<file path="src/hdl/rgb_color_histogram_assert.svh">
// Assertion macros used by the histogram top level.
`ifndef RGB_COLOR_HISTOGRAM_ASSERT_SVH
`define RGB_COLOR_HISTOGRAM_ASSERT_SVH

`ifndef NO_ASSERTIONS

// Same-cycle implication, disabled while reset is asserted.
`define RCH_ASSERT_IMP(lbl, ck, rstn, ante, cons) \
	lbl: assert property (@(posedge ck) disable iff (!(rstn)) (ante) |-> (cons)) \
		else $error("rch: same-cycle check failed");

// Next-cycle implication, disabled while reset is asserted.
`define RCH_ASSERT_NEXT(lbl, ck, rstn, ante, cons) \
	lbl: assert property (@(posedge ck) disable iff (!(rstn)) (ante) |=> (cons)) \
		else $error("rch: next-cycle check failed");

`else

`define RCH_ASSERT_IMP(lbl, ck, rstn, ante, cons)
`define RCH_ASSERT_NEXT(lbl, ck, rstn, ante, cons)

`endif

`endif

</file>
<file path="src/hdl/rch_pkg.sv">
// Shared constants and codes for the RGB color histogram.
`default_nettype none

package rch_pkg;

	// defaults for the top-level parameters
	localparam int MAX_CELLS_PER_AXIS_DEF = 16;
	localparam int COUNT_BITS_DEF         = 24;

	// channel range and field widths
	localparam int FULL_RANGE   = 'h100;
	localparam int CHANNEL_BITS = 8;
	localparam int MODE_BITS    = 2;
	localparam int BIN_SEL_BITS = 12;
	localparam int OUT_BITS     = 24;
	localparam int REGION_BITS  = 9;
	localparam logic [REGION_BITS-1:0] REGION_RESET = 9'd16;
	localparam logic [REGION_BITS-1:0] REGION_MAX   = 9'(FULL_RANGE);

	// fixed-point reciprocal: q = (v * ceil(2^RECIP_SHIFT / r)) >> RECIP_SHIFT
	localparam int RECIP_SHIFT = 16;
	localparam int RECIP_BITS  = RECIP_SHIFT + 1;
	localparam int PROD_BITS   = CHANNEL_BITS + RECIP_BITS;

	// stream payload widths
	localparam int S_TDATA_BITS = 40;
	localparam int M_TDATA_BITS = 48;

	// APB
	localparam int APB_ADDR_BITS = 3;
	localparam int APB_DATA_BITS = 32;
	localparam logic [APB_ADDR_BITS-1:0] REG_ADDR_DIVIDE_REGION = 3'd0;

	// item kinds carried on tuser
	localparam logic [MODE_BITS-1:0] MODE_ADD   = 2'd0;
	localparam logic [MODE_BITS-1:0] MODE_READ  = 2'd1;
	localparam logic [MODE_BITS-1:0] MODE_CLEAR = 2'd2;

endpackage

`default_nettype wire

</file>
<file path="src/hdl/rch_recip.sv">
// Iterative reciprocal of the region size and the resulting cells per axis.
`default_nettype none

module rch_recip #(
	parameter int MIN_REGION = 16,
	parameter int DIM_BITS = 5,
	parameter logic [rch_pkg::RECIP_BITS-1:0] RECIP_RESET = 17'd4096,
	parameter logic [DIM_BITS-1:0] DIM_RESET = 5'd16
) (
	input  wire logic                               clk,
	input  wire logic                               arst_n,
	input  wire logic                               start,
	input  wire logic [rch_pkg::REGION_BITS-1:0]    region,
	output logic                                    busy,
	output logic      [rch_pkg::RECIP_BITS-1:0]     recip,
	output logic      [DIM_BITS-1:0]                dim
);

	import rch_pkg::*;

	localparam int CNT_BITS = $clog2(RECIP_BITS);
	localparam logic [CNT_BITS-1:0] CNT_LAST = CNT_BITS'(RECIP_BITS - 1);
	localparam logic [REGION_BITS-1:0] REGION_MIN = REGION_BITS'(MIN_REGION);

	typedef enum logic [1:0] {
		RS_IDLE,
		RS_DIV,
		RS_DIM
	} rstate_t;

	rstate_t                st_q;
	logic [REGION_BITS-1:0] div_q;
	logic [RECIP_BITS-1:0]  num_q;
	logic [REGION_BITS-1:0] rem_q;
	logic [RECIP_BITS-1:0]  quo_q;
	logic [CNT_BITS-1:0]    cnt_q;
	logic [RECIP_BITS-1:0]  recip_q;
	logic [DIM_BITS-1:0]    dim_q;

	logic [REGION_BITS-1:0] r_eff;
	logic [REGION_BITS:0]   trial;
	logic                   ge;
	logic [REGION_BITS:0]   trial_sub;
	logic [PROD_BITS-1:0]   prod;

	// small regions clamp up, anything past full range quantizes to a single cell
	assign r_eff = (region < REGION_MIN) ? REGION_MIN :
	               (region > REGION_MAX) ? REGION_MAX : region;

	// one restoring-division bit per cycle
	assign trial     = {rem_q, num_q[RECIP_BITS-1]};
	assign ge        = trial >= {1'b0, div_q};
	assign trial_sub = trial - {1'b0, div_q};

	// cells per axis = floor(255 / r) + 1, exact through the reciprocal
	assign prod = PROD_BITS'(FULL_RANGE - 1) * PROD_BITS'(recip_q);

	always_ff @(posedge clk or negedge arst_n) begin
		if (!arst_n) begin
			st_q    <= RS_IDLE;
			div_q   <= '0;
			num_q   <= '0;
			rem_q   <= '0;
			quo_q   <= '0;
			cnt_q   <= '0;
			recip_q <= RECIP_RESET;
			dim_q   <= DIM_RESET;
		end else if (start) begin
			st_q  <= RS_DIV;
			div_q <= r_eff;
			// ceil(2^16 / r) as floor((2^16 + r - 1) / r)
			num_q <= RECIP_BITS'(2 ** RECIP_SHIFT) + RECIP_BITS'(r_eff) - RECIP_BITS'(1);
			rem_q <= '0;
			quo_q <= '0;
			cnt_q <= '0;
		end else begin
			unique case (st_q)
				RS_IDLE: begin
				end
				RS_DIV: begin
					rem_q <= ge ? trial_sub[REGION_BITS-1:0] : trial[REGION_BITS-1:0];
					quo_q <= {quo_q[RECIP_BITS-2:0], ge};
					num_q <= {num_q[RECIP_BITS-2:0], 1'b0};
					cnt_q <= cnt_q + CNT_BITS'(1);
					if (cnt_q == CNT_LAST) begin
						recip_q <= {quo_q[RECIP_BITS-2:0], ge};
						st_q    <= RS_DIM;
					end
				end
				RS_DIM: begin
					dim_q <= DIM_BITS'(prod[RECIP_SHIFT +: REGION_BITS] + REGION_BITS'(1));
					st_q  <= RS_IDLE;
				end
				default: begin
					st_q <= RS_IDLE;
				end
			endcase
		end
	end

	assign busy  = st_q != RS_IDLE;
	assign recip = recip_q;
	assign dim   = dim_q;

endmodule

`default_nettype wire

</file>
<file path="config.mk">
export PLATFORM = sky130hd
export DESIGN_NAME = rch_recip
export DESIGN_NICKNAME = d
export VERILOG_FILES = /design/src/hdl/rgb_color_histogram_assert.svh /design/src/hdl/rch_pkg.sv /design/src/hdl/rch_recip.sv
export SDC_FILE = /design/constraint.sdc
export NUM_CORES = 1
export LEC_CHECK = 0
export ABC_AREA = 1
export BUFFER_PORTS_ARGS = -buffer_cell sky130_fd_sc_hd__buf_2
export CORE_UTILIZATION = 60
export CTS_CLUSTER_SIZE = 30
export DETAILED_ROUTE_END_ITERATION = 10
export PLACE_DENSITY_LB_ADDON = 0.08
export SYNTH_ARGS = -nofsm -noshare
export SYNTH_HDL_FRONTEND = slang
export SYNTH_SLANG_ARGS = --single-unit
export TNS_END_PERCENT = 50
</file>
<file path="constraint.sdc">
create_clock -name clk -period 7.95 [get_ports clk]
set_input_delay 2.385 -clock clk [delete_from_list [all_inputs] [get_ports clk]]
set_output_delay 2.385 -clock clk [all_outputs]
set_load 0.01 [all_outputs]
</file>
==> After elaboration in Yosys (flattened, before gate mapping) <==
Index checks and enable logic that the tools add are counted.
Widths: inputs -> output; s select.
{ "word_totals": {"output_inout_bits": 23, "in_bits": 12, "word_cells": 43, "reg_bits": 80} }
{ "op_classes": {"add_sub_neg": 5, "n_eq_ne": 5, "order_cmp": 3, "multipliers": 1, "reduce_logical": 6, "bitwise": 1, "mux": 14} }
{ "ops": {"columns": ["op", "count"], "rows": [
  ["$mux 9", 5],
  ["$mux 17", 2],
  ["$mux 16", 2],
  ["$mul 8x17->21 const A", 1],
  ["$add 17x9->17 const A", 1],
  ["$sub 17x1->17 const B", 1],
  ["$add 5x1->5 const B", 2],
  ["$ge 10x9->1", 1],
  ["$mux 5", 2],
  ["$gt 9x9->1 const B", 1],
  ["$lt 9x5->1 const B", 1],
  ["$sub 9x9->9", 1],
  ["$eq 5x5->1 const B", 1],
  ["$mux 2", 2],
  ["$pmux 2 s2", 1],
  ["$reduce_and 2->1", 2],
  ["$reduce_bool 2->1", 2],
  ["$ne 3x3->1 const B", 1],
  ["$reduce_and 3->1", 1],
  ["$eq 2x1->1 const B", 1],
  ["$eq 2x2->1 const B", 1],
  ["$logic_not 2->1", 1],
  ["$ne 2x2->1 const B", 1],
  ["$not 1->1", 1]
]} }

==> Logic depth before layout (Yosys ltp) <==
Gate-level depths: netlist of the first run.
{ "logic_depth": {"depth_word": 6, "ltp_mapped": 23, "mapped_depth_nobuf": 23} }

==> Worst setup path before layout of the first run <==
No wires, ideal clock.
{ "synth_timing": {"path_type": "reg-to-reg", "start": "register recip_q[12] (netlist: recip[12])", "end": "register dim_q[2] (netlist: dim[2])", "stages_incl_launch_ff": 21, "setup_time_ns": 0.118, "synth_period_minus_slack_ns": 4.529, "path_slack_ns": 3.421, "n_path_buf": 0, "t_arrival_ns": 4.412, "path_cell_list": "dfstp_2 -> inv_1 -> fa_1 -> fa_1 -> inv_1 -> fa_1 -> inv_1 -> fa_1 -> inv_1 -> ha_1 -> nand2_1 -> nand2_1 -> o21bai_1 -> nor2_1 -> nand2_1 -> nand2_1 -> nand2_1 -> ha_1 -> or2_2 -> nand3_1 -> nand2_1"} }
{ "synth_via": {"elab_chain_cells": 2} }
{ "synth_lines": {"columns": ["item", "line", "rtl"], "rows": [
  ["start, declared", "rch_recip.sv:37", "logic [RECIP_BITS-1:0] recip_q;"],
  ["start signal, assigned", "rch_recip.sv:86", "recip_q <= {quo_q[RECIP_BITS-2:0], ge};"],
  ["$mul 8x17->21", "rch_recip.sv:56", "assign prod = PROD_BITS'(FULL_RANGE - 1) * PROD_BITS'(recip_q);"],
  ["$add 5x1->5", "rch_recip.sv:91", "dim_q <= DIM_BITS'(prod[RECIP_SHIFT +: REGION_BITS] + REGION_BITS'(1));"],
  ["end signal, assigned", "rch_recip.sv:91", null],
  ["end, declared", "rch_recip.sv:38", "logic [DIM_BITS-1:0] dim_q;"]
]} }
No other way between the ends.
A chain may end at the register's enable or synchronous reset.

==> Final worst setup path of the first run <==
{ "layout_timing": {"start": "register recip_q[5] (netlist: recip[5])", "end": "register dim_q[4] (netlist: dim[4])"} }
Same word-level chain as after synthesis.

==> results.toml, run 1 <==
[timing]
finalHoldViolCount = 0
finClkSkew_ns = 0.0138
max_freq_ghz = 0.207
tightest_slew_ns = 0.988
period_needed_ns = 4.83
tns_ns = 0
rsz0062_at_grt = "no"
relSlewSlack_pct = 34.1
setup_viol = 0
slew_viol_final = 0
final.period_utilization_pct = 60.7

[yosys]
synth-seq-cells = 80
postSynthAreaPerCell_sq_um = 8.39
syn-num-nets = 922
synthFlopType = "dfrtp_1"
async_reset_ff_share_pct = 100
yosys_warnings = 0
synth_edf_count = 0
synth_cell_types = 38
syn_area_sq_um = 6680
yosysSeqAreaShare_pct = 30.0
syn_inst = 796

[critical_path]
rrSetupSlack_ns = 3.12
worstPathRequired_ns = 8.26
worstSetupEndpointType = "register"
critical_path_class = "reg -> reg"
crit_start = "recip[5]$_DFFE_PN0P_"
setup.worst_path.start_class = "register"
r2r_start = "recip[5]$_DFFE_PN0P_"
path_max_fanout = 4
crit_arrival_ns = 5.14

[placement]
place.gp.congestion = 0.914
dp_hpwl_microns = 10600
io_buffers = 34

[finish]
n_antenna_cell = 0
nets = 953
final_common_cell = "inv_1"
drive_above_1_share_pct = 8.05
final_cell_mix = "inv_1 (193), nand2_1 (164), dfrtp_1 (78)"
fillers = 925
syn_to_final_growth_pct = 7.04

[global_routing]
grt_pass1_vias = 5157
grt-ovfl-total = 0
grt_antenna_before_repair = 0
grt_max_degree = 81
grt_pass1_wl_microns = 22900
track_usage_pct = 25.5

[floorplanning]
core_area_sq_um = 10800
die_w_microns = 108
dieHeight_microns = 108
num_rows = 38
io_pins = 35
dieArea_sq_um = 11600
start_util_pct = 61.6

[clocking]
cts_root_buf = "clkbuf_8"
postCtsSetupRepairBufs = 0
ctsHoldBuffers = 0
cts_buffer_depth = 2
h-tree-depth = 3
insertion_delay_ns = 0.36
cts_resized = 0
cts_tree = "yes"
cts_buffers = 9
clkSinkCount = 80
clk_pin_slew_ns = 0.09

[route]
num_vias = 5086
drtPass1Iterations = 5
vias_per_cell = 5.23
avgRoutedWirePerCell_microns = 13.5
ant_nets = 0
drt_iter0_markers = 232
route.detailed.drc = 0
wirelength_microns = 13100

[hold_path]
min_from = "dim[4]$_DFFE_PN1P_"
hold_class = "reg -> reg"

[run]
maxCapViolations = 0

[run_status]
outcome = "finished clean"
-- critical path, stage by stage, from the launching register on --
cell and delay, ns:
dfrtp_1 0.46, inv_1 0.17, fa_1 0.57, inv_1 0.08
fa_1 0.51, fa_1 0.54, inv_1 0.05, fa_1 0.53
inv_1 0.04, ha_1 0.31, nand2_1 0.13, inv_1 0.07
a21oi_1 0.19, nand2_1 0.07, nand2_1 0.10, nand3_1 0.09
nand2_1 0.15, ha_1 0.20, nand3_1 0.13, o21ai_0 0.19
nand3_1 0.10, nand2_1 0.10
-- cell type report --
| cell class | count | area, sq um | share of cell area [%] |
|---|---|---|---|
| multi-input combinational | 503 | 3860 | 54.0 |
| sequential | 80 | 2000 | 28.0 |
| inverter | 197 | 739 | 10.3 |
| timing repair buffer | 36 | 188 | 2.63 |
| tap | 140 | 175 | 2.45 |
| clock buffer | 10 | 138 | 1.93 |
| clock inverter | 6 | 42.5 | 0.595 |
-- state kept, by name, summed over array words and instances (netlist names) --
signal,flops
rem_q,9
div_q,9
dim,5
num_q,17
st_q,2
cnt_q,5
quo_q,16
recip,17
-- final timing paths --
kind,end,cells after the start
max reg2reg,dim[4]$_DFFE_PN1P_,21
min reg2reg,dim[4]$_DFFE_PN1P_,2
max in group asynchronous,quo_q[14]$_DFFE_PN0P_,1
min,dim[4]$_DFFE_PN1P_,2
max,dim[4]$_DFFE_PN1P_,21
min in group asynchronous,rem_q[3]$_DFFE_PN0P_,1
-- stage by stage --
step | hold WS, ns | utilization [%] | instances | setup WS [ns] | cell area, sq um
after floorplan | 0.451 | - | 796 | 3.42 | 6680
after global placement | 0.458 | 64.3 | 956 | 3.20 | 6970
after detailed placement | 0.462 | 64.3 | 956 | 3.12 | 6970
after CTS | 0.477 | 66.0 | 972 | 3.11 | 7150
after global routing | 0.483 | 66.0 | 972 | 2.85 | 7150
final | 0.478 | 66.0 | 972 | 3.12 | 7150
-- metal layers --
metal | routed length (microns) | GRT usage [%]
met5 | 0 | 0
met4 | 261 | 8.90
met3 | 288 | 3.21
met2 | 6840 | 46.0
met1 | 5720 | 31.5
-- cells in the mapped netlist, types with 5 or more instances --
master / number / share of area, %
nand3_1: 32 / 2.4
ha_1: 42 / 7.9
nand4_1: 6 / 0.56
xor2_1: 11 / 1.4
xnor2_1: 6 / 0.79
o21ai_0: 53 / 4.0
a21oi_1: 26 / 1.9
nor2_1: 31 / 1.7
nand2_1: 164 / 9.2
dfrtp_1: 78 / 29
inv_1: 193 / 11
o211ai_1: 5 / 0.56
nor3_1: 7 / 0.52
o22ai_1: 20 / 1.9
fa_1: 72 / 22
clkbuf_1: 10 / 0.56
-- kinds of logic (layout without fill, tap and decap cells) --
logic type / count (synthesis) / after routing / share of synthesized area, %
flops: 80 / 80 / 30.0
compound gates: 122 / 122 / 10.6
simple gates: 250 / 250 / 15.6
buf+inv: 213 / 249 / 12.2
xor+xnor: 17 / 17 / 2.23
fa+ha+maj: 114 / 114 / 29.4
Power of run 1 is not shown: default switching activity piles up to over one toggle a cycle in this logic, so the estimate is an artifact.
==> inputs of run 2 (changes only) <==
- CORE_UTILIZATION: 60 -> 57
- clock period: 7.95 -> 3.9 ns (I/O delays scaled with it)
==> run 2 against run 1 <==
Net effect:
- the run now ends with setup timing left
- sequential cell count is the same
- utilization increased by 5.9 points
- clock-buffer cell count is 2 higher
- setup slack worse by 3.5 ns
- register-to-register slack got worse by 3.5 ns
- global-route usage grew 0.82 points
- routed wire length rose by 12%
- largest cell class unchanged
==> results.toml, run 2 (synthesis gave the netlist of run 1 again) <==
[timing]
tightest_slew_ns = 1.11
max_freq_ghz = 0.232
setup_viol = 5
finalHoldViolCount = 0
finClkSkew_ns = 0.00796
final.period_utilization_pct = 111
rsz0062_at_grt = "yes"
setup_slack_ns = -0.419
period_needed_ns = 4.32
slew_viol_final = 0
relSlewSlack_pct = 25.7

[finish]
n_antenna_cell = 0
nets = 1027
final_common_cell = "inv_1"
syn_to_final_growth_pct = 22.9
final_area_sq_um = 8210
final_cell_mix = "inv_1 (179), nand2_1 (148), buf_4 (76)"
finalNonFillerCells = 1049
drive_above_1_share_pct = 24.8

[run_status]
outcome = "complete, but fails checks"
violations = "setup timing"

[clocking]
cts_root_buf = "clkbuf_16"
insertion_delay_ns = 0.34
clk_pin_slew_ns = 0.06
ctsHoldBuffers = 0
cts_buffers = 9
clkSinkCount = 80
cts_buffer_depth = 2
h-tree-depth = 3
cts_tree = "yes"

[placement]
dp_cells = 1019
dp_hpwl_microns = 11400
io_buffers = 34
placed_area_sq_um = 7580
place.gp.congestion = 0.915

[critical_path]
critPathSlowestCell = "fa_2"
critical_path_class = "reg -> reg"
path_buf_inv = 3
slowest_delay_ns = 0.51
path_cells = "fa_2, buf_4, fa_1, fa_1, inv_1, fa_1, inv_2, ha_4, nand2_2, nor2_2, nor3b_2, nand2_1, nand2_1, nand2_1, nand2_2, ha_4, nand3_4, nor2_2, nand2_1, nand3_1, nand2_1"
crit_arrival_ns = 4.59
critPathMostFrequentCell = "nand2_1"
path_max_fanout = 5
worstSetupEndpointType = "register"
setup.worst_path.start_class = "register"
worstPathRequired_ns = 4.17
cp_top_family = "adder cells"

[route]
ant_nets = 0
num_vias = 5416
avgRoutedWirePerCell_microns = 13.9
route.detailed.drc = 0
drtPass1Iterations = 4
drt_iter0_markers = 292
wirelength_microns = 14600
vias_per_cell = 5.16

[global_routing]
gr-usage-met1_pct = 30.7
grt_pass1_wl_microns = 24500
grt_max_degree = 81
top_usage_layer = "met2"
use_met2_pct = 48.0
track_usage_pct = 26.3
use_met3_pct = 3.53
grt_antenna_before_repair = 0
grt-ovfl-total = 0
grt_pass1_vias = 5606

[floorplanning]
core_area_sq_um = 11400
dieHeight_microns = 110
num_rows = 39
start_util_pct = 58.5
die_w_microns = 110
dieArea_sq_um = 12200
io_pins = 35

[hold_path]
hold_class = "reg -> reg"

[run]
maxCapViolations = 0
run 2: changes by cell type in the layout (fill, tap and decap cells not counted), sizes merged:
cell      before  now
buf           36  110
clkbuf        10   12
clkinvlp       2    0
clkinv         3    1
bufinv         0    2
run 2: per-stage QoR:
step                      hold WS, ns  setup slack, ns  setup TNS (ns)  utilization (%)
after detailed placement        0.463           -0.543           -2.07             66.4
after floorplan                 0.451           -0.270          -0.819                -
after CTS                       0.484           -0.398           -1.54             70.9
after global placement          0.454           -0.423           -1.59             66.4
final                           0.478           -0.419           -1.58             71.9
after global routing            0.494           -0.608           -2.58             71.9
run 2: routing by layer:
layer	up-vias	routed length, microns
li1	2669	-
met1	2633	6090
met2	87	7800
met3	27	407
met4	0	334
met5	-	0
run 2: area by class of cell:
type / instances / area [sq um]
multi-input cells: 503 / 4200
fillers: 847 / 3210
flip-flops and latches: 80 / 2020
repair buffers: 110 / 747
inverters: 197 / 739
clock buffers: 12 / 246
well taps: 143 / 179
clock inverters: 4 / 77.6
run 2: worst paths after layout:
check | start | end | slack [ns] | cells past startpoint
worst min-delay path | dim[1]$_DFFE_PN0P_ | dim[1]$_DFFE_PN0P_ | 0.48 | 2
min in group asynchronous | arst_n | dim[2]$_DFFE_PN0P_ | 0.98 | 1
worst max-delay path | recip[9]$_DFFE_PN0P_ | dim[4]$_DFFE_PN1P_ | -0.42 | 21
max in group asynchronous | arst_n | recip[2]$_DFFE_PN0P_ | 2.19 | 1
worst min register to register | dim[1]$_DFFE_PN0P_ | dim[1]$_DFFE_PN0P_ | 0.48 | 2
worst max register to register | recip[9]$_DFFE_PN0P_ | dim[4]$_DFFE_PN1P_ | -0.42 | 21
run 2: repair_timing:
action / in CTS / in global routing
gates resized for setup: 27 / 31
endpoints found under the setup margin: 5 / 5
setup buffers: 10 / 4
pin swaps: 39 / 38
hold endpoints to repair: 0 / 0
run 2: worst min-delay path: stages, from the launching register on:
cell and delay (ns):
dfrtp_1 0.34, nand2_1 0.05, nand2_1 0.06
Power of run 2 is left out for the same reason.
==> inputs of run 3 (changes only) <==
- CORE_UTILIZATION: 57 -> 60
- PLACE_DENSITY: unset -> 0.81
- PLACE_DENSITY_LB_ADDON: 0.08 -> unset
- clock period: 3.9 -> 4.3 ns (I/O delays scaled with it)
==> run 3 against run 2 <==
Net effect:
- the flow still finishes with violations (setup timing)
- cell area fell by 0.98%
- register-to-register slack improved by 0.24 ns
- via count rose by 3.5%
- final cell count fell by 0.86%
- routed wire length rose by 9.5%
- die area fell by 4.9%
- sequential share of layout area rose by 0.26 points
- hold slack improved by 0.0060 ns
==> results.toml, run 3 (synthesis gave the netlist of run 1 again) <==
[run_status]
outcome = "complete, but fails checks"
violations = "setup timing"

[global_routing]
grt_max_degree = 81
grt_pass1_wl_microns = 25100
grt_pass1_vias = 5573
grt_antenna_before_repair = 0
track_usage_pct = 28.3
grt-ovfl-total = 0

[timing]
tns_ns = -0.388
rsz0062_at_grt = "yes"
final.period_utilization_pct = 104
tightest_slew_ns = 1.14
finClkSkew_ns = 0.0121
setup_slack_ns = -0.183
slew_viol_final = 0
period_needed_ns = 4.48
relSlewSlack_pct = 23.5
max_freq_ghz = 0.223
finalHoldViolCount = 0
setup_viol = 3

[critical_path]
path_buf_inv = 6
r2r_start = "recip[14]$_DFFE_PN0P_"
critPathSlowestCell = "fa_1"
cp_top_family = "adder cells"
rrSetupSlack_ns = -0.18
reg2reg_depth = 20
path_cells = "buf_6, fa_1, inv_1, fa_1, inv_1, fa_1, inv_1, fa_1, inv_1, ha_4, a21oi_1, o21ai_0, a21oi_1, buf_4, nand3_1, nand2_2, nor2_2, nand2_1, nand3_1, nand2_1"
critical_path_class = "reg -> reg"
path_max_fanout = 4
slowest_delay_ns = 0.55
rr_endpoint = "dim[4]$_DFFE_PN1P_"
worstSetupEndpointType = "register"
setup.worst_path.start_class = "register"
crit_arrival_ns = 4.79
worstPathRequired_ns = 4.61

[placement]
placed_area_sq_um = 7380
place.gp.congestion = 0.917
io_buffers = 34
dp_hpwl_microns = 11300

[clocking]
cts_buffers = 9
cts_buffer_depth = 2
clkSinkCount = 80
clk_pin_slew_ns = 0.09
insertion_delay_ns = 0.36
h-tree-depth = 3
cts_tree = "yes"
cts_root_buf = "clkbuf_8"

[finish]
n_antenna_cell = 0
final_common_cell = "inv_1"
postLayoutCoreUtil_pct = 75.0
multi_input_area_sq_um = 4270
final_area_sq_um = 8130
final_cell_mix = "inv_1 (172), nand2_1 (142), dfrtp_1 (68)"
syn_to_final_growth_pct = 21.7
seq_area_sq_um = 2020
nets = 1021
drive_above_1_share_pct = 26.3
fillers = 748

[hold_path]
holdPathEnd = "dim[4]$_DFFE_PN1P_"
min_from = "dim[4]$_DFFE_PN1P_"
hold_class = "reg -> reg"
whs_path_depth = 2

[floorplanning]
core_area_sq_um = 10800
die_w_microns = 108
dieArea_sq_um = 11600
dieHeight_microns = 108
start_util_pct = 61.6
io_pins = 35
num_rows = 38

[route]
num_vias = 5605
drt_iter0_markers = 364
avgRoutedWirePerCell_microns = 15.4
ant_nets = 0
vias_per_cell = 5.39
wirelength_microns = 16000
drtPass1Iterations = 6
route.detailed.drc = 0

[run]
maxCapViolations = 0
[run 3: what timing repair did]
item                                    4_1_cts  5_1_grt
hold buffers                                  0        0
pin swaps                                    39       50
buffers inserted                             12       15
endpoints found under the setup margin        4        5
gates resized for setup                      39       57
[run 3: final cells by class]
| type | count | area share [%] |
|---|---|---|
| clock inverters | 6 | 0.831 |
| inverters | 197 | 9.10 |
| flip-flops and latches | 80 | 24.8 |
| well taps | 140 | 2.15 |
| repair buffers | 104 | 8.88 |
| clock buffers | 10 | 1.69 |
| multi-input cells | 503 | 52.5 |
[run 3: worst max path at each step]
stage / depth (start not counted) / slack, ns / startpoint / end
after global routing: 20 / -0.30 / recip[14]$_DFFE_PN0P_ / dim[4]$_DFFE_PN1P_
after CTS: 22 / -0.02 / recip[4]$_DFFE_PN0P_ / dim[2]$_DFFE_PN0P_
after global placement: 17 / -0.13 / recip[9]$_DFFE_PN0P_ / dim[4]$_DFFE_PN1P_
after floorplan: 19 / 0.007 / recip[12]$_DFFE_PN1P_ / dim[4]$_DFFE_PN1P_
final: 20 / -0.18 / recip[14]$_DFFE_PN0P_ / dim[4]$_DFFE_PN1P_
after detailed placement: 20 / -0.23 / recip[9]$_DFFE_PN0P_ / dim[2]$_DFFE_PN0P_
[run 3: worst min-delay path, delay by kind of cell, from the launching register on]
family / cells / cell delay (ns)
simple gates: 2 / 0.11
flops: 1 / 0.38
[run 3: layer usage]
metal	vias to the layer above	routed length, microns	track usage (%)
li1	2653	-	-
met1	2764	6440	33.5
met2	148	8560	51.6
met3	40	515	3.15
met4	0	506	12.5
met5	-	0	0
[run 3: through the flow]
step           worst slack [ns]  cells  hold WS [ns]
2_1_floorplan           0.00660    796         0.451
3_3_place_gp             -0.135    997         0.454
3_5_place_dp             -0.231    997         0.467
4_1_cts                 -0.0174   1025         0.480
5_1_grt                  -0.301   1040         0.497
6_report                 -0.183   1040         0.485
Power of run 3 is left out for the same reason.
