[src/hdl/rgb_color_histogram_assert.svh]
// Assertion macros used by the histogram top level.
`ifndef RGB_COLOR_HISTOGRAM_ASSERT_SVH
`define RGB_COLOR_HISTOGRAM_ASSERT_SVH

`ifndef NO_ASSERTIONS

// Same-cycle implication, disabled while reset is asserted.
`define RCH_ASSERT_IMP(lbl, ck, rstn, ante, cons) \
	lbl: assert property (@(posedge ck) disable iff (!(rstn)) (ante) |-> (cons)) \
		else $error("rch: same-cycle check failed");

// Next-cycle implication, disabled while reset is asserted.
`define RCH_ASSERT_NEXT(lbl, ck, rstn, ante, cons) \
	lbl: assert property (@(posedge ck) disable iff (!(rstn)) (ante) |=> (cons)) \
		else $error("rch: next-cycle check failed");

`else

`define RCH_ASSERT_IMP(lbl, ck, rstn, ante, cons)
`define RCH_ASSERT_NEXT(lbl, ck, rstn, ante, cons)

`endif

`endif

[src/hdl/rch_pkg.sv]
// Shared constants and codes for the RGB color histogram.
`default_nettype none

package rch_pkg;

	// defaults for the top-level parameters
	localparam int MAX_CELLS_PER_AXIS_DEF = 16;
	localparam int COUNT_BITS_DEF         = 24;

	// channel range and field widths
	localparam int FULL_RANGE   = 'h100;
	localparam int CHANNEL_BITS = 8;
	localparam int MODE_BITS    = 2;
	localparam int BIN_SEL_BITS = 12;
	localparam int OUT_BITS     = 24;
	localparam int REGION_BITS  = 9;
	localparam logic [REGION_BITS-1:0] REGION_RESET = 9'd16;
	localparam logic [REGION_BITS-1:0] REGION_MAX   = 9'(FULL_RANGE);

	// fixed-point reciprocal: q = (v * ceil(2^RECIP_SHIFT / r)) >> RECIP_SHIFT
	localparam int RECIP_SHIFT = 16;
	localparam int RECIP_BITS  = RECIP_SHIFT + 1;
	localparam int PROD_BITS   = CHANNEL_BITS + RECIP_BITS;

	// stream payload widths
	localparam int S_TDATA_BITS = 40;
	localparam int M_TDATA_BITS = 48;

	// APB
	localparam int APB_ADDR_BITS = 3;
	localparam int APB_DATA_BITS = 32;
	localparam logic [APB_ADDR_BITS-1:0] REG_ADDR_DIVIDE_REGION = 3'd0;

	// item kinds carried on tuser
	localparam logic [MODE_BITS-1:0] MODE_ADD   = 2'd0;
	localparam logic [MODE_BITS-1:0] MODE_READ  = 2'd1;
	localparam logic [MODE_BITS-1:0] MODE_CLEAR = 2'd2;

endpackage

`default_nettype wire

[src/hdl/rch_quant.sv]
// Three-stage pipeline from an RGB pixel to its histogram cell address.
`default_nettype none

module rch_quant #(
	parameter int AXIS_BITS = 4,
	parameter int DIM_BITS = 5,
	parameter int IDX_BITS = 12
) (
	input  wire logic                                clk,
	input  wire logic                                arst_n,
	input  wire logic                                start,
	input  wire logic [rch_pkg::CHANNEL_BITS-1:0]    red,
	input  wire logic [rch_pkg::CHANNEL_BITS-1:0]    green,
	input  wire logic [rch_pkg::CHANNEL_BITS-1:0]    blue,
	input  wire logic [rch_pkg::RECIP_BITS-1:0]      recip,
	input  wire logic [DIM_BITS-1:0]                 dim,
	output logic                                     done,
	output logic      [IDX_BITS-1:0]                 idx
);

	import rch_pkg::*;

	logic [PROD_BITS-1:0] pr, pg, pb;
	logic                 v_s1, v_s2, v_s3;
	logic [AXIS_BITS-1:0] qr_s1, qg_s1, qb_s1;
	logic [AXIS_BITS-1:0] qb_s2;
	logic [IDX_BITS-1:0]  part_s2;
	logic [IDX_BITS-1:0]  idx_s3;

	assign pr = PROD_BITS'(red) * PROD_BITS'(recip);
	assign pg = PROD_BITS'(green) * PROD_BITS'(recip);
	assign pb = PROD_BITS'(blue) * PROD_BITS'(recip);

	always_ff @(posedge clk or negedge arst_n) begin
		if (!arst_n) begin
			v_s1 <= 1'b0;
			v_s2 <= 1'b0;
			v_s3 <= 1'b0;
		end else begin
			v_s1 <= start;
			v_s2 <= v_s1;
			v_s3 <= v_s2;
		end
	end

	// quotients stay below cells per axis, so AXIS_BITS holds them
	always_ff @(posedge clk) begin
		qr_s1   <= pr[RECIP_SHIFT +: AXIS_BITS];
		qg_s1   <= pg[RECIP_SHIFT +: AXIS_BITS];
		qb_s1   <= pb[RECIP_SHIFT +: AXIS_BITS];
		part_s2 <= IDX_BITS'(qr_s1) * IDX_BITS'(dim) + IDX_BITS'(qg_s1);
		qb_s2   <= qb_s1;
		idx_s3  <= part_s2 * IDX_BITS'(dim) + IDX_BITS'(qb_s2);
	end

	assign done = v_s3;
	assign idx  = idx_s3;

endmodule

`default_nettype wire

[config.mk]
export PLATFORM = sky130hd
export DESIGN_NAME = rch_quant
export DESIGN_NICKNAME = d
export VERILOG_FILES = /design/src/hdl/rgb_color_histogram_assert.svh /design/src/hdl/rch_pkg.sv /design/src/hdl/rch_quant.sv
export SDC_FILE = /design/constraint.sdc
export NUM_CORES = 1
export LEC_CHECK = 0
export BUFFER_PORTS_ARGS = -buffer_cell sky130_fd_sc_hd__clkbuf_2
export CORE_ASPECT_RATIO = 0.9
export CORE_UTILIZATION = 55
export DETAILED_ROUTE_END_ITERATION = 10
export PLACE_DENSITY = 0.75
export SYNTH_ARGS = -nofsm -noshare
export SYNTH_HDL_FRONTEND = slang
export SYNTH_SLANG_ARGS = --single-unit
[constraint.sdc]
create_clock -name clk -period 3.1 [get_ports clk]
set_input_delay 0.62 -clock clk [delete_from_list [all_inputs] [get_ports clk]]
set_output_delay 0.62 -clock clk [all_outputs]
set_load 0.05 [all_outputs]
Yosys cells after proc, flatten, opt, wreduce, memory -nomap -nowiden
Index checks and enable logic that the tools add are counted. Widths: inputs -> output; s select.

Output and inout port bits: 13. Input bits: 49. Bits in registers: 41.

Multiply operators: 5. Add/subtract/negate cells: 2.

Operators by type and width (number): $mul 8x17->20 (3); $add 12x4->12 (1); $mul 10x5->12 (1); $add 9x4->10 (1); $mul 4x5->9 (1).

Longest topological paths before layout
Gate-level depths: netlist of run 1.

Depth in word-level cells: 2. Gate-level depth with buffers: 18.

Worst setup path before layout of run 1
OpenSTA, ideal clock, no wires.

Kind: input-to-reg. Start point: input recip[0] in the netlist's numbering. End point: register qb_s1[3]. Stages: 17. Library setup time: 0.072 ns. Slack: -1.365 ns. Arrival: 4.393 ns. Cell sequence: buf_2 -> clkbuf_1 -> nand2_1 -> fa_1 -> fa_1 -> inv_1 -> fa_1 -> inv_1 -> fa_1 -> inv_1 -> ha_1 -> a211oi_1 -> o21ai_1 -> nor3b_1 -> a211o_1 -> o31ai_2 -> xnor2_1.

Cells in the longest elaborated chain, start to end: 1.

RTL lines: from (decl) (line rch_quant.sv:15) `input wire logic [rch_pkg::RECIP_BITS-1:0] recip,`; $mul 8x17->20 (line rch_quant.sv:32) `assign pb = PROD_BITS'(blue) * PROD_BITS'(recip);`; net pb[19] (line rch_quant.sv:23) `logic [PROD_BITS-1:0] pr, pg, pb;`; to (signal assigned) (line rch_quant.sv:50) `qb_s1 <= pb[RECIP_SHIFT +: AXIS_BITS];`; to (decl) (line rch_quant.sv:25) `logic [AXIS_BITS-1:0] qr_s1, qg_s1, qb_s1;`.

The timed path passes the listed nets, and every way through them passes these cells.

Worst setup path after layout of run 1
Start point: input red[7] in the netlist's numbering. End point: register qr_s1[3].

Cells in the longest elaborated chain, start to end: 1.

RTL lines: from (decl) (line rch_quant.sv:12) `input wire logic [rch_pkg::CHANNEL_BITS-1:0] red,`; $mul 8x17->20 (line rch_quant.sv:30) `assign pr = PROD_BITS'(red) * PROD_BITS'(recip);`; net pr[19] (line rch_quant.sv:23); to (signal assigned) (line rch_quant.sv:48) `qr_s1 <= pr[RECIP_SHIFT +: AXIS_BITS];`; to (decl) (line rch_quant.sv:25).

The timed path passes the listed nets, and every way through them passes these cells.

==> flow_metrics.py, run 1 <==
metrics = {
    "status": {
        "outcome": "finished, violations left",
        "violations": "setup timing",
    },
    "sta": {
        "setup_viol": 21,
        "period_minus_slack_ns": 4.42,
        "fin_worst_skew_ns": 0.0121,
        "max_freq_mhz": 226,
        "slew_headroom": 0.777,
        "tightest_slew_ns": 0.333,
        "finalSetupTns_ns": -15.56,
        "period_share": 1.43,
        "hold_slack_ns": 0.108,
        "hold_viol": 0,
        "worst_slack_ns": -1.32,
        "rsz0062_at_grt": "true",
        "drv_slew": 0,
    },
    "worst_setup_path": {
        "cp.required_ns": 3.32,
        "rr_worst_depth": 12,
        "cp-start-kind": "primary input",
        "criticalPathCategory": "primary input to flop",
        "r2r_start": "part_s2[0]",
        "arrival_ns": 4.64,
        "end_kind": "flop",
        "worst_r2r_endpoint": "idx[10]",
        "crit_fanout": 13,
        "ff2ff_setup_slack_ns": -0.31,
    },
    "synth": {
        "synthTopCellsByArea": "fa_1, and2_1, ha_1",
        "mappedNetlistArea_um2": 12800,
        "ys_async_sr_fraction": 0.0732,
        "synth-seq-cells": 41,
        "synth_top_area_share": 0.434,
        "syn_area_per_cell_um2": 9.19,
        "yosysWarnings": 0,
        "syn_inst": 1396,
        "synth.distinct_cells": 46,
        "synth_seq_area_share": 0.0651,
        "synth_top_area_cell": "fa_1",
        "synth_ff_type": "dfxtp_1",
        "synth.net_count": 1843,
        "synth_edf_count": 0,
    },
    "grt": {
        "grt_antenna_before_repair": 0,
        "overflow": 0,
        "grt_pass1_vias": 11100,
        "grt_max_degree": 20,
        "grt_util_met3": 0.0271,
        "use_met2": 0.490,
        "grt_first_pass_wirelength_um": 52300,
        "top_usage_layer": "met2",
        "grt_usage": 0.277,
        "use_met1": 0.354,
    },
    "finish": {
        "final_cell_mix": "inv_1, fa_1, and2_1, buf_4, nand2_1",
        "fillCellCount": 1587,
        "layout_commonest_cell": "inv_1",
        "area_delta_synth_final_pct": 26.1,
        "multiInputGateArea_um2": 11400,
        "antennaDiodeCount": 0,
        "ff_latch_area_um2": 837,
        "drive_gt1_frac": 0.250,
        "stdcell_area_um2": 16200,
        "finalNonFillerCells": 1890,
        "nets": 2039,
    },
    "hold_path": {
        "min_path_type": "primary input to async pin",
    },
    "cts": {
        "clockBufferDepth": 2,
        "root_buffer": "clkbuf_16",
        "htreeDepth": 2,
        "numCtsBuffers": 5,
        "cts_tree": "yes",
        "worstSkewPairLatency_ns": 0.30,
        "clk_pin_slew_ns": 0.07,
        "holdBufCountCts": 0,
        "cts_sinks": 41,
    },
    "routing": {
        "wire_per_inst_um": 17.1,
        "wl_um": 32300,
        "vias": 9905,
        "drt_iter0_drc": 537,
        "drc_errors": 0,
        "drt_pre_antenna_iters": 5,
        "via_per_inst": 5.24,
        "ant_nets": 0,
    },
    "floorplan": {
        "boundaryPins": 62,
        "initial_core_util": 0.565,
        "core_um2": 22700,
        "die_area_um2": 23900,
        "chipHeight_um": 147,
        "row_count": 52,
        "die_w_um": 163,
    },
    "placed_design": {
        "placed_cells": 1846,
        "portBuffers": 61,
        "place.gp.congestion": 0.871,
        "post-place-ws_ns": -1.68,
        "dpl_cell_area_um2": 14700,
        "dpl.hpwl_um": 24500,
    },
    "job": {
        "drv_cap": 0,
    },
    "power_and_ir_drop": {
        "p_per_area_nw_per_um2": 874,
        "leakage_uw": 0.00813,
        "vdd_drop_max_uv": 1380,
    },
}
[worst max-delay path, stage by stage]
cell      delay (ns)
clkbuf_8        0.15
and2_1          0.17
fa_1            0.48
fa_1            0.54
fa_1            0.55
fa_1            0.42
ha_1            0.31
a21o_1          0.18
a221o_1         0.41
a211oi_2        0.29
nor2_2          0.09
o41ai_2         0.24
xnor2_1         0.18
[flip-flops by register name (all words and copies together), names as in the netlist]
register,count
qb_s2,4
qr_s1,4
qb_s1,4
qg_s1,4
done,1
part_s2,10
v_s2,1
idx,12
v_s1,1
[per-stage QoR]
stage / total power, uW / utilization
after floorplan: 8220 / -
after global placement: 11100 / 0.649
after detailed placement: 11600 / 0.649
after CTS: 13000 / 0.689
after global routing: 15500 / 0.712
final: 14100 / 0.712
[cells in the mapped netlist, types with 2 or more instances]
master	count
a211o_1	2
a211oi_1	6
a21o_1	9
a21oi_1	15
and2_1	306
and3_1	2
clkbuf_1	60
dfrtp_1	3
dfxtp_1	38
fa_1	278
ha_1	120
inv_1	284
nand2_1	137
nand4_1	3
nor2_1	26
nor2b_1	2
nor3_1	6
o2111a_1	2
o21a_1	4
o21ai_0	7
o21ai_1	5
o21bai_1	2
o22ai_1	2
o31ai_2	2
o41ai_2	2
xnor2_1	39
xor2_1	15
[timing repair]
item / in CTS / in global routing
endpoints found under the setup margin: 22 / 22
setup buffers: 18 / 17
gates resized for setup: 117 / 105
pin swaps: 59 / 71
gates cloned: 4 / 3
[where the power goes]
group          internal (uW)  leakage, uW  switching [uW]
clock                    402    0.0000831             239
sequential               900     0.000355             176
combinational           6310      0.00770            6110
total                   7610      0.00813            6530
[worst max-delay path by stage]
stage / startpoint / end / slack [ns] / cells after the start
floorplan: red[2] / qr_s1[3] / -1.22 / 13
global placement: red[2] / qr_s1[0] / -1.60 / 15
detailed placement: red[2] / qr_s1[0] / -1.68 / 15
CTS: recip[3] / qb_s1[3] / -1.21 / 17
global route: red[7] / qr_s1[3] / -1.47 / 13
finish: red[7] / qr_s1[3] / -1.32 / 13
[routing by layer]
layer  vias to the layer above  part of all wire
li1                       4501                 -
met1                      5034              0.41
met2                       291              0.51
met3                        79             0.045
met4                         0             0.033
met5                         -                 0
[kinds of logic after synthesis]
group           Yosys count  synth area share
compound gates           69            0.0398
buf+inv                 345             0.101
simple gates            489             0.207
xor+xnor                 54            0.0369
flops                    41            0.0651
fa+ha+maj               398             0.551
[cell type report]
type                    count  area share
well taps                 297      0.0230
multi-input cells        1010       0.702
repair buffers            250       0.146
clock buffers               6     0.00858
flip-flops and latches     41      0.0517
inverters                 284      0.0659
clock inverters             2     0.00232
Note: power is estimated with default switching activity, not from simulation.
==> run 2: changes to the inputs <==
--- a/config.mk
+++ b/config.mk
@@ -7,9 +7,9 @@
 export LEC_CHECK = 0
 export BUFFER_PORTS_ARGS = -buffer_cell sky130_fd_sc_hd__clkbuf_2
 export CORE_ASPECT_RATIO = 0.9
-export CORE_UTILIZATION = 55
+export CORE_UTILIZATION = 59
 export DETAILED_ROUTE_END_ITERATION = 10
-export PLACE_DENSITY = 0.75
+export PLACE_DENSITY = 0.8
 export SYNTH_ARGS = -nofsm -noshare
 export SYNTH_HDL_FRONTEND = slang
 export SYNTH_SLANG_ARGS = --single-unit
==> run 2 against run 1 <==
  * Critical path depth increased by 2
  * Global-route usage increased by 3.4 points
  * Register-to-register slack about the same
  * Sequential share of layout area increased by 0.080 points
  * Critical endpoint unchanged
  * Clock skew decreased by 0.0057 ns
  * Largest cell class unchanged
  * The run still ends with setup timing left
  * Setup slack got worse by 0.017 ns
  * Non-clock buffer count decreased by 13
  * Sequential power about the same
==> flow_metrics.py, run 2 (synthesis gave the netlist of run 1 again) <==
metrics = {
    "status": {
        "outcome": "finished, violations left",
        "violations": "setup timing",
    },
    "floorplan": {
        "die_area_um2": 22300,
        "core_um2": 21100,
        "initial_core_util": 0.609,
        "chipHeight_um": 142,
        "die_w_um": 157,
        "row_count": 50,
        "boundaryPins": 62,
    },
    "placed_design": {
        "placed_cells": 1823,
        "post-place-ws_ns": -1.68,
        "portBuffers": 61,
        "dpl.hpwl_um": 24200,
        "place.gp.congestion": 0.874,
    },
    "grt": {
        "grt_usage": 0.311,
        "grt_antenna_before_repair": 0,
        "grt_first_pass_wirelength_um": 54400,
        "grt_max_degree": 16,
        "overflow": 0,
        "grt_pass1_vias": 11600,
    },
    "finish": {
        "final_cell_mix": "inv_1, and2_1, fa_1, buf_4, nand2_1",
        "drive_gt1_frac": 0.249,
        "area_delta_synth_final_pct": 24.1,
        "fillCellCount": 1326,
        "layout_commonest_cell": "inv_1",
        "ff_latch_area_um2": 837,
        "nets": 2026,
        "antennaDiodeCount": 0,
        "multiInputGateArea_um2": 11400,
        "finalNonFillerCells": 1866,
        "largest_register_ff_count": 12,
    },
    "cts": {
        "root_buffer": "clkbuf_16",
        "cts_sinks": 41,
        "htreeDepth": 2,
        "numCtsBuffers": 5,
        "clockBufferDepth": 2,
        "worstSkewPairLatency_ns": 0.29,
        "holdBufCountCts": 0,
        "clk_pin_slew_ns": 0.07,
        "cts_tree": "yes",
    },
    "sta": {
        "slew_headroom": 0.776,
        "period_share": 1.43,
        "finalSetupTns_ns": -16.36,
        "fin_worst_skew_ns": 0.00643,
        "setup_viol": 21,
        "tightest_slew_ns": 0.336,
        "worst_slack_ns": -1.34,
        "max_freq_mhz": 225,
        "rsz0062_at_grt": "true",
        "drv_slew": 0,
        "hold_viol": 0,
        "period_minus_slack_ns": 4.44,
    },
    "worst_setup_path": {
        "cp-start-kind": "primary input",
        "crit_fanout": 11,
        "cp.buffers_inverters": 3,
        "max_stage_delay_ns": 0.57,
        "critPathMostFrequentCell": "fa_1",
        "rr_worst_depth": 12,
        "crit_path_cell_trace": "clkbuf_8 > and2_1 > fa_1 > fa_1 > fa_1 > inv_2 > fa_2 > inv_2 > ha_4 > a21o_1 > a221o_1 > a211oi_2 > nor2_2 > o41ai_2 > xnor2_1",
        "worst_r2r_endpoint": "idx[10]",
        "crit_family": "adder cells",
        "end_kind": "flop",
        "ff2ff_setup_slack_ns": -0.32,
        "cp_slowest_cell": "fa_1",
        "arrival_ns": 4.66,
        "r2r_start": "part_s2[0]",
        "cp.required_ns": 3.32,
        "criticalPathCategory": "primary input to flop",
    },
    "routing": {
        "via_per_inst": 5.36,
        "wire_per_inst_um": 17.7,
        "drt_iter0_drc": 614,
        "drc_errors": 0,
        "drt_pre_antenna_iters": 5,
        "wl_um": 33000,
        "vias": 9996,
        "ant_nets": 0,
    },
    "hold_path": {
        "min_path_type": "primary input to async pin",
    },
    "power_and_ir_drop": {
        "p_per_area_nw_per_um2": 901,
        "vdd_drop_max_uv": 1250,
        "leakage_uw": 0.00798,
    },
    "job": {
        "drv_cap": 0,
    },
}
==> run 2: timing repair <==
action,in CTS,in global routing
cloned,2,2
setup buffers,24,15
endpoints found under the hold margin,0,0
endpoints found under the setup margin,22,23
pin swaps,47,56
resized for setup,124,96
==> run 2: worst max-delay path by stage <==
stage / startpoint / to / cells past startpoint
global route: recip[4] / qb_s1[3] / 16
CTS: recip[4] / qb_s1[3] / 16
detailed placement: red[2] / qr_s1[0] / 15
finish: red[5] / qr_s1[3] / 15
global placement: red[2] / qr_s1[0] / 15
floorplan: red[2] / qr_s1[3] / 13
==> run 2: per-stage QoR <==
step                area (um2)  total power (uW)  hold slack (ns)  utilization
finish                   15900             14400            0.110        0.756
global route             15900             15800            0.102        0.756
CTS                      15500             13100            0.108        0.734
detailed placement       14600             11500            0.316        0.691
global placement         14600             11000            0.317        0.691
floorplan                13200              8220            0.310            -
==> run 2: worst register-to-register path, cell delays in order (launching register included) <==
cell     delay (ns)
dfxtp_1        0.38
nand2_4        0.06
fa_1           0.48
fa_1           0.51
inv_2          0.04
fa_1           0.52
ha_4           0.21
a21o_1         0.18
a21oi_2        0.18
nor2b_1        0.07
o21a_1         0.19
o41a_1         0.33
xor2_1         0.15
==> run 2: final cells by class <==
| class | count | area share |
|---|---|---|
| Clock inverter | 3 | 0.00110 |
| Multi-Input combinational cell | 1010 | 0.715 |
| Clock buffer | 5 | 0.00785 |
| Inverter | 284 | 0.0669 |
| Sequential cell | 41 | 0.0525 |
| Timing Repair Buffer | 237 | 0.135 |
| Tap cell | 286 | 0.0225 |
==> run 2: per-layer routing <==
| metal | up-vias | global-route usage | part of all wire |
|---|---|---|---|
| li1 | 4485 | - | - |
| met1 | 5065 | 0.383 | 0.38 |
| met2 | 335 | 0.560 | 0.52 |
| met3 | 111 | 0.0397 | 0.059 |
| met4 | 0 | 0.108 | 0.038 |
| met5 | - | 0 | 0 |
==> run 2: report_power, final <==
part / switching, uW / internal (uW)
Sequential: 175 / 900
Clock: 234 / 296
Combinational: 6300 / 6460
Total: 6700 / 7650
==> run 3: changes to the inputs <==
--- a/config.mk
+++ b/config.mk
@@ -6,10 +6,13 @@
 export NUM_CORES = 1
 export LEC_CHECK = 0
 export BUFFER_PORTS_ARGS = -buffer_cell sky130_fd_sc_hd__clkbuf_2
+export CELL_PAD_IN_SITES_DETAIL_PLACEMENT = 0
+export CELL_PAD_IN_SITES_GLOBAL_PLACEMENT = 2
 export CORE_ASPECT_RATIO = 0.9
-export CORE_UTILIZATION = 59
+export CORE_MARGIN = 2
+export CORE_UTILIZATION = 45
 export DETAILED_ROUTE_END_ITERATION = 10
-export PLACE_DENSITY = 0.8
+export PLACE_DENSITY_LB_ADDON = 0.1
 export SYNTH_ARGS = -nofsm -noshare
 export SYNTH_HDL_FRONTEND = slang
 export SYNTH_SLANG_ARGS = --single-unit
==> constraint.sdc (replaced) <==
create_clock -name clk -period 5.3 [get_ports clk]
set_input_delay 1.06 -clock clk [delete_from_list [all_inputs] [get_ports clk]]
set_output_delay 1.06 -clock clk [all_outputs]
set_load 0.05 [all_outputs]
==> run 3 against run 2 <==
  * The flow now finishes without violations
  * Power fell by 59%
  * Critical path depth grew 1
  * Wire length fell by 9.5%
  * Highest routed layer unchanged
==> flow_metrics.py, run 3 (synthesis gave the netlist of run 1 again) <==
metrics = {
    "worst_setup_path": {
        "end_kind": "flop",
        "arrival_ns": 5.25,
        "r2r_start": "part_s2[2]",
        "rr_worst_depth": 12,
        "cp-start-kind": "primary input",
        "cp.required_ns": 5.52,
        "crit_fanout": 12,
        "worstSetupStartpoint": "blue[2]",
        "worst_r2r_endpoint": "idx[10]",
        "ff2ff_setup_slack_ns": 1.72,
        "criticalPathCategory": "primary input to flop",
    },
    "placed_design": {
        "portBuffers": 61,
        "dpl_cell_area_um2": 13800,
        "dpl.hpwl_um": 24500,
        "post-place-ws_ns": -0.0603,
        "place.gp.congestion": 0.799,
    },
    "cts": {
        "numCtsBuffers": 5,
        "cts_setup_buffers": 0,
        "clockBufferDepth": 2,
        "htreeDepth": 2,
        "cts_sinks": 41,
        "cts_tree": "yes",
        "root_buffer": "clkbuf_16",
        "clk_pin_slew_ns": 0.07,
        "worstSkewPairLatency_ns": 0.29,
    },
    "sta": {
        "drv_slew": 0,
        "tightest_slew_ns": 0.510,
        "worst_slack_ns": 0.271,
        "setup_viol": 0,
        "period_minus_slack_ns": 5.03,
        "fin_worst_skew_ns": 0.00707,
        "max_freq_mhz": 199,
        "slew_headroom": 0.657,
        "hold_viol": 0,
        "period_share": 0.949,
        "rsz0062_at_grt": "false",
    },
    "routing": {
        "ant_nets": 0,
        "drt_pre_antenna_iters": 5,
        "vias": 8774,
        "wl_um": 29800,
        "drc_errors": 0,
        "wire_per_inst_um": 16.4,
        "via_per_inst": 4.83,
        "drt_iter0_drc": 258,
    },
    "grt": {
        "grt_first_pass_wirelength_um": 51600,
        "grt_pass1_vias": 9838,
        "overflow": 0,
        "grt_usage": 0.219,
        "grt_max_degree": 23,
        "grt_antenna_before_repair": 0,
    },
    "finish": {
        "largest_register_ff_count": 12,
        "antennaDiodeCount": 0,
        "stdcell_area_um2": 13900,
        "final_util": 0.498,
        "final_cell_mix": "and2_1, inv_1, fa_1, nand2_1, ha_1",
        "area_delta_synth_final_pct": 8.66,
        "layout_commonest_cell": "and2_1",
        "drive_gt1_frac": 0.0873,
        "nets": 1901,
    },
    "power_and_ir_drop": {
        "swShare": 0.498,
        "combPwrFrac": 0.837,
        "p_per_area_nw_per_um2": 424,
        "p_int_uw": 2970,
        "seq_power_share": 0.107,
        "p_sw_uw": 2950,
        "leakage_uw": 0.00711,
        "vdd_drop_max_uv": 299,
        "p_clk_frac": 0.056,
    },
    "floorplan": {
        "initial_core_util": 0.458,
        "row_count": 58,
        "die_w_um": 182,
        "boundaryPins": 62,
        "core_um2": 28000,
        "chipHeight_um": 164,
        "die_area_um2": 29900,
    },
    "job": {
        "drv_cap": 0,
    },
    "hold_path": {
        "hold_end": "qb_s2[0]",
        "holdPathStages": 0,
        "hold_start": "qb_s1[0]",
        "min_path_type": "flop to flop",
    },
    "status": {
        "outcome": "finished, final reports clean",
    },
}
## run 3: changes by cell type in the layout (fill, tap and decap cells not counted), moves of 20 or more
cell / before / now
ha_4: 20 / 0
ha_1: 98 / 120
buf_4: 152 / 47
and2_4: 38 / 0
and2_1: 268 / 306
clkbuf_2: 26 / 60
## run 3: power groups by stage
stage	logic (uW)	registers [uW]	clock network [uW]
final	4950	635	330
after global routing	5810	658	348
after CTS	5050	639	340
after detailed placement	5000	645	0
after global placement	4970	644	0
after floorplan	3750	764	0
## run 3: layout make-up
class / instances / area, um2
Fill cell: 2764 / 14100
Clock inverter: 2 / 13.8
Sequential cell: 41 / 836
Tap cell: 360 / 450
Timing Repair Buffer: 112 / 738
Inverter: 284 / 1070
Multi-Input combinational cell: 1010 / 10700
Clock buffer: 6 / 139
## run 3: layer usage
metal | routed length, um | GRT usage | share of wire
met1 | 14800 | 0.313 | 0.50
met2 | 13900 | 0.373 | 0.47
met3 | 841 | 0.0239 | 0.028
met4 | 280 | 0.0253 | 0.0094
met5 | 0 | 0 | 0
## run 3: how the worst max path moves through the flow
stage                to  slack [ns]  cells past startpoint
6_report       qb_s1[3]        0.27                     16
5_1_grt        qb_s1[3]        0.02                     16
4_1_cts        qb_s1[3]        0.23                     16
3_5_place_dp   qb_s1[3]       -0.06                     16
3_3_place_gp   qb_s1[3]       -0.06                     16
2_1_floorplan  qb_s1[3]        0.39                     17
## run 3: critical path, cell delays in order
cell,delay (ns)
buf_2,0.30
nand2_1,0.19
fa_1,0.53
fa_1,0.55
inv_1,0.05
fa_1,0.47
inv_1,0.05
fa_1,0.48
inv_1,0.05
ha_1,0.28
a211oi_1,0.23
o21ai_1,0.13
nor3b_1,0.15
a211o_1,0.32
o31ai_2,0.26
xnor2_1,0.14
## run 3: timing repair
action | in CTS | in global routing
endpoints found under the setup margin | 0 | 1
resized for setup | 0 | 1
hold buffers | 0 | 0
## run 3: per-stage QoR
stage / instances / total power, uW / hold slack, ns / setup TNS [ns]
after floorplan: 1396 / 4510 / 0.310 / 0
after global placement: 1807 / 5610 / 0.312 / -0.0867
after detailed placement: 1807 / 5650 / 0.312 / -0.0968
after CTS: 1815 / 6020 / 0.318 / 0
after global routing: 1815 / 6810 / 0.325 / 0
final: 1815 / 5920 / 0.321 / 0
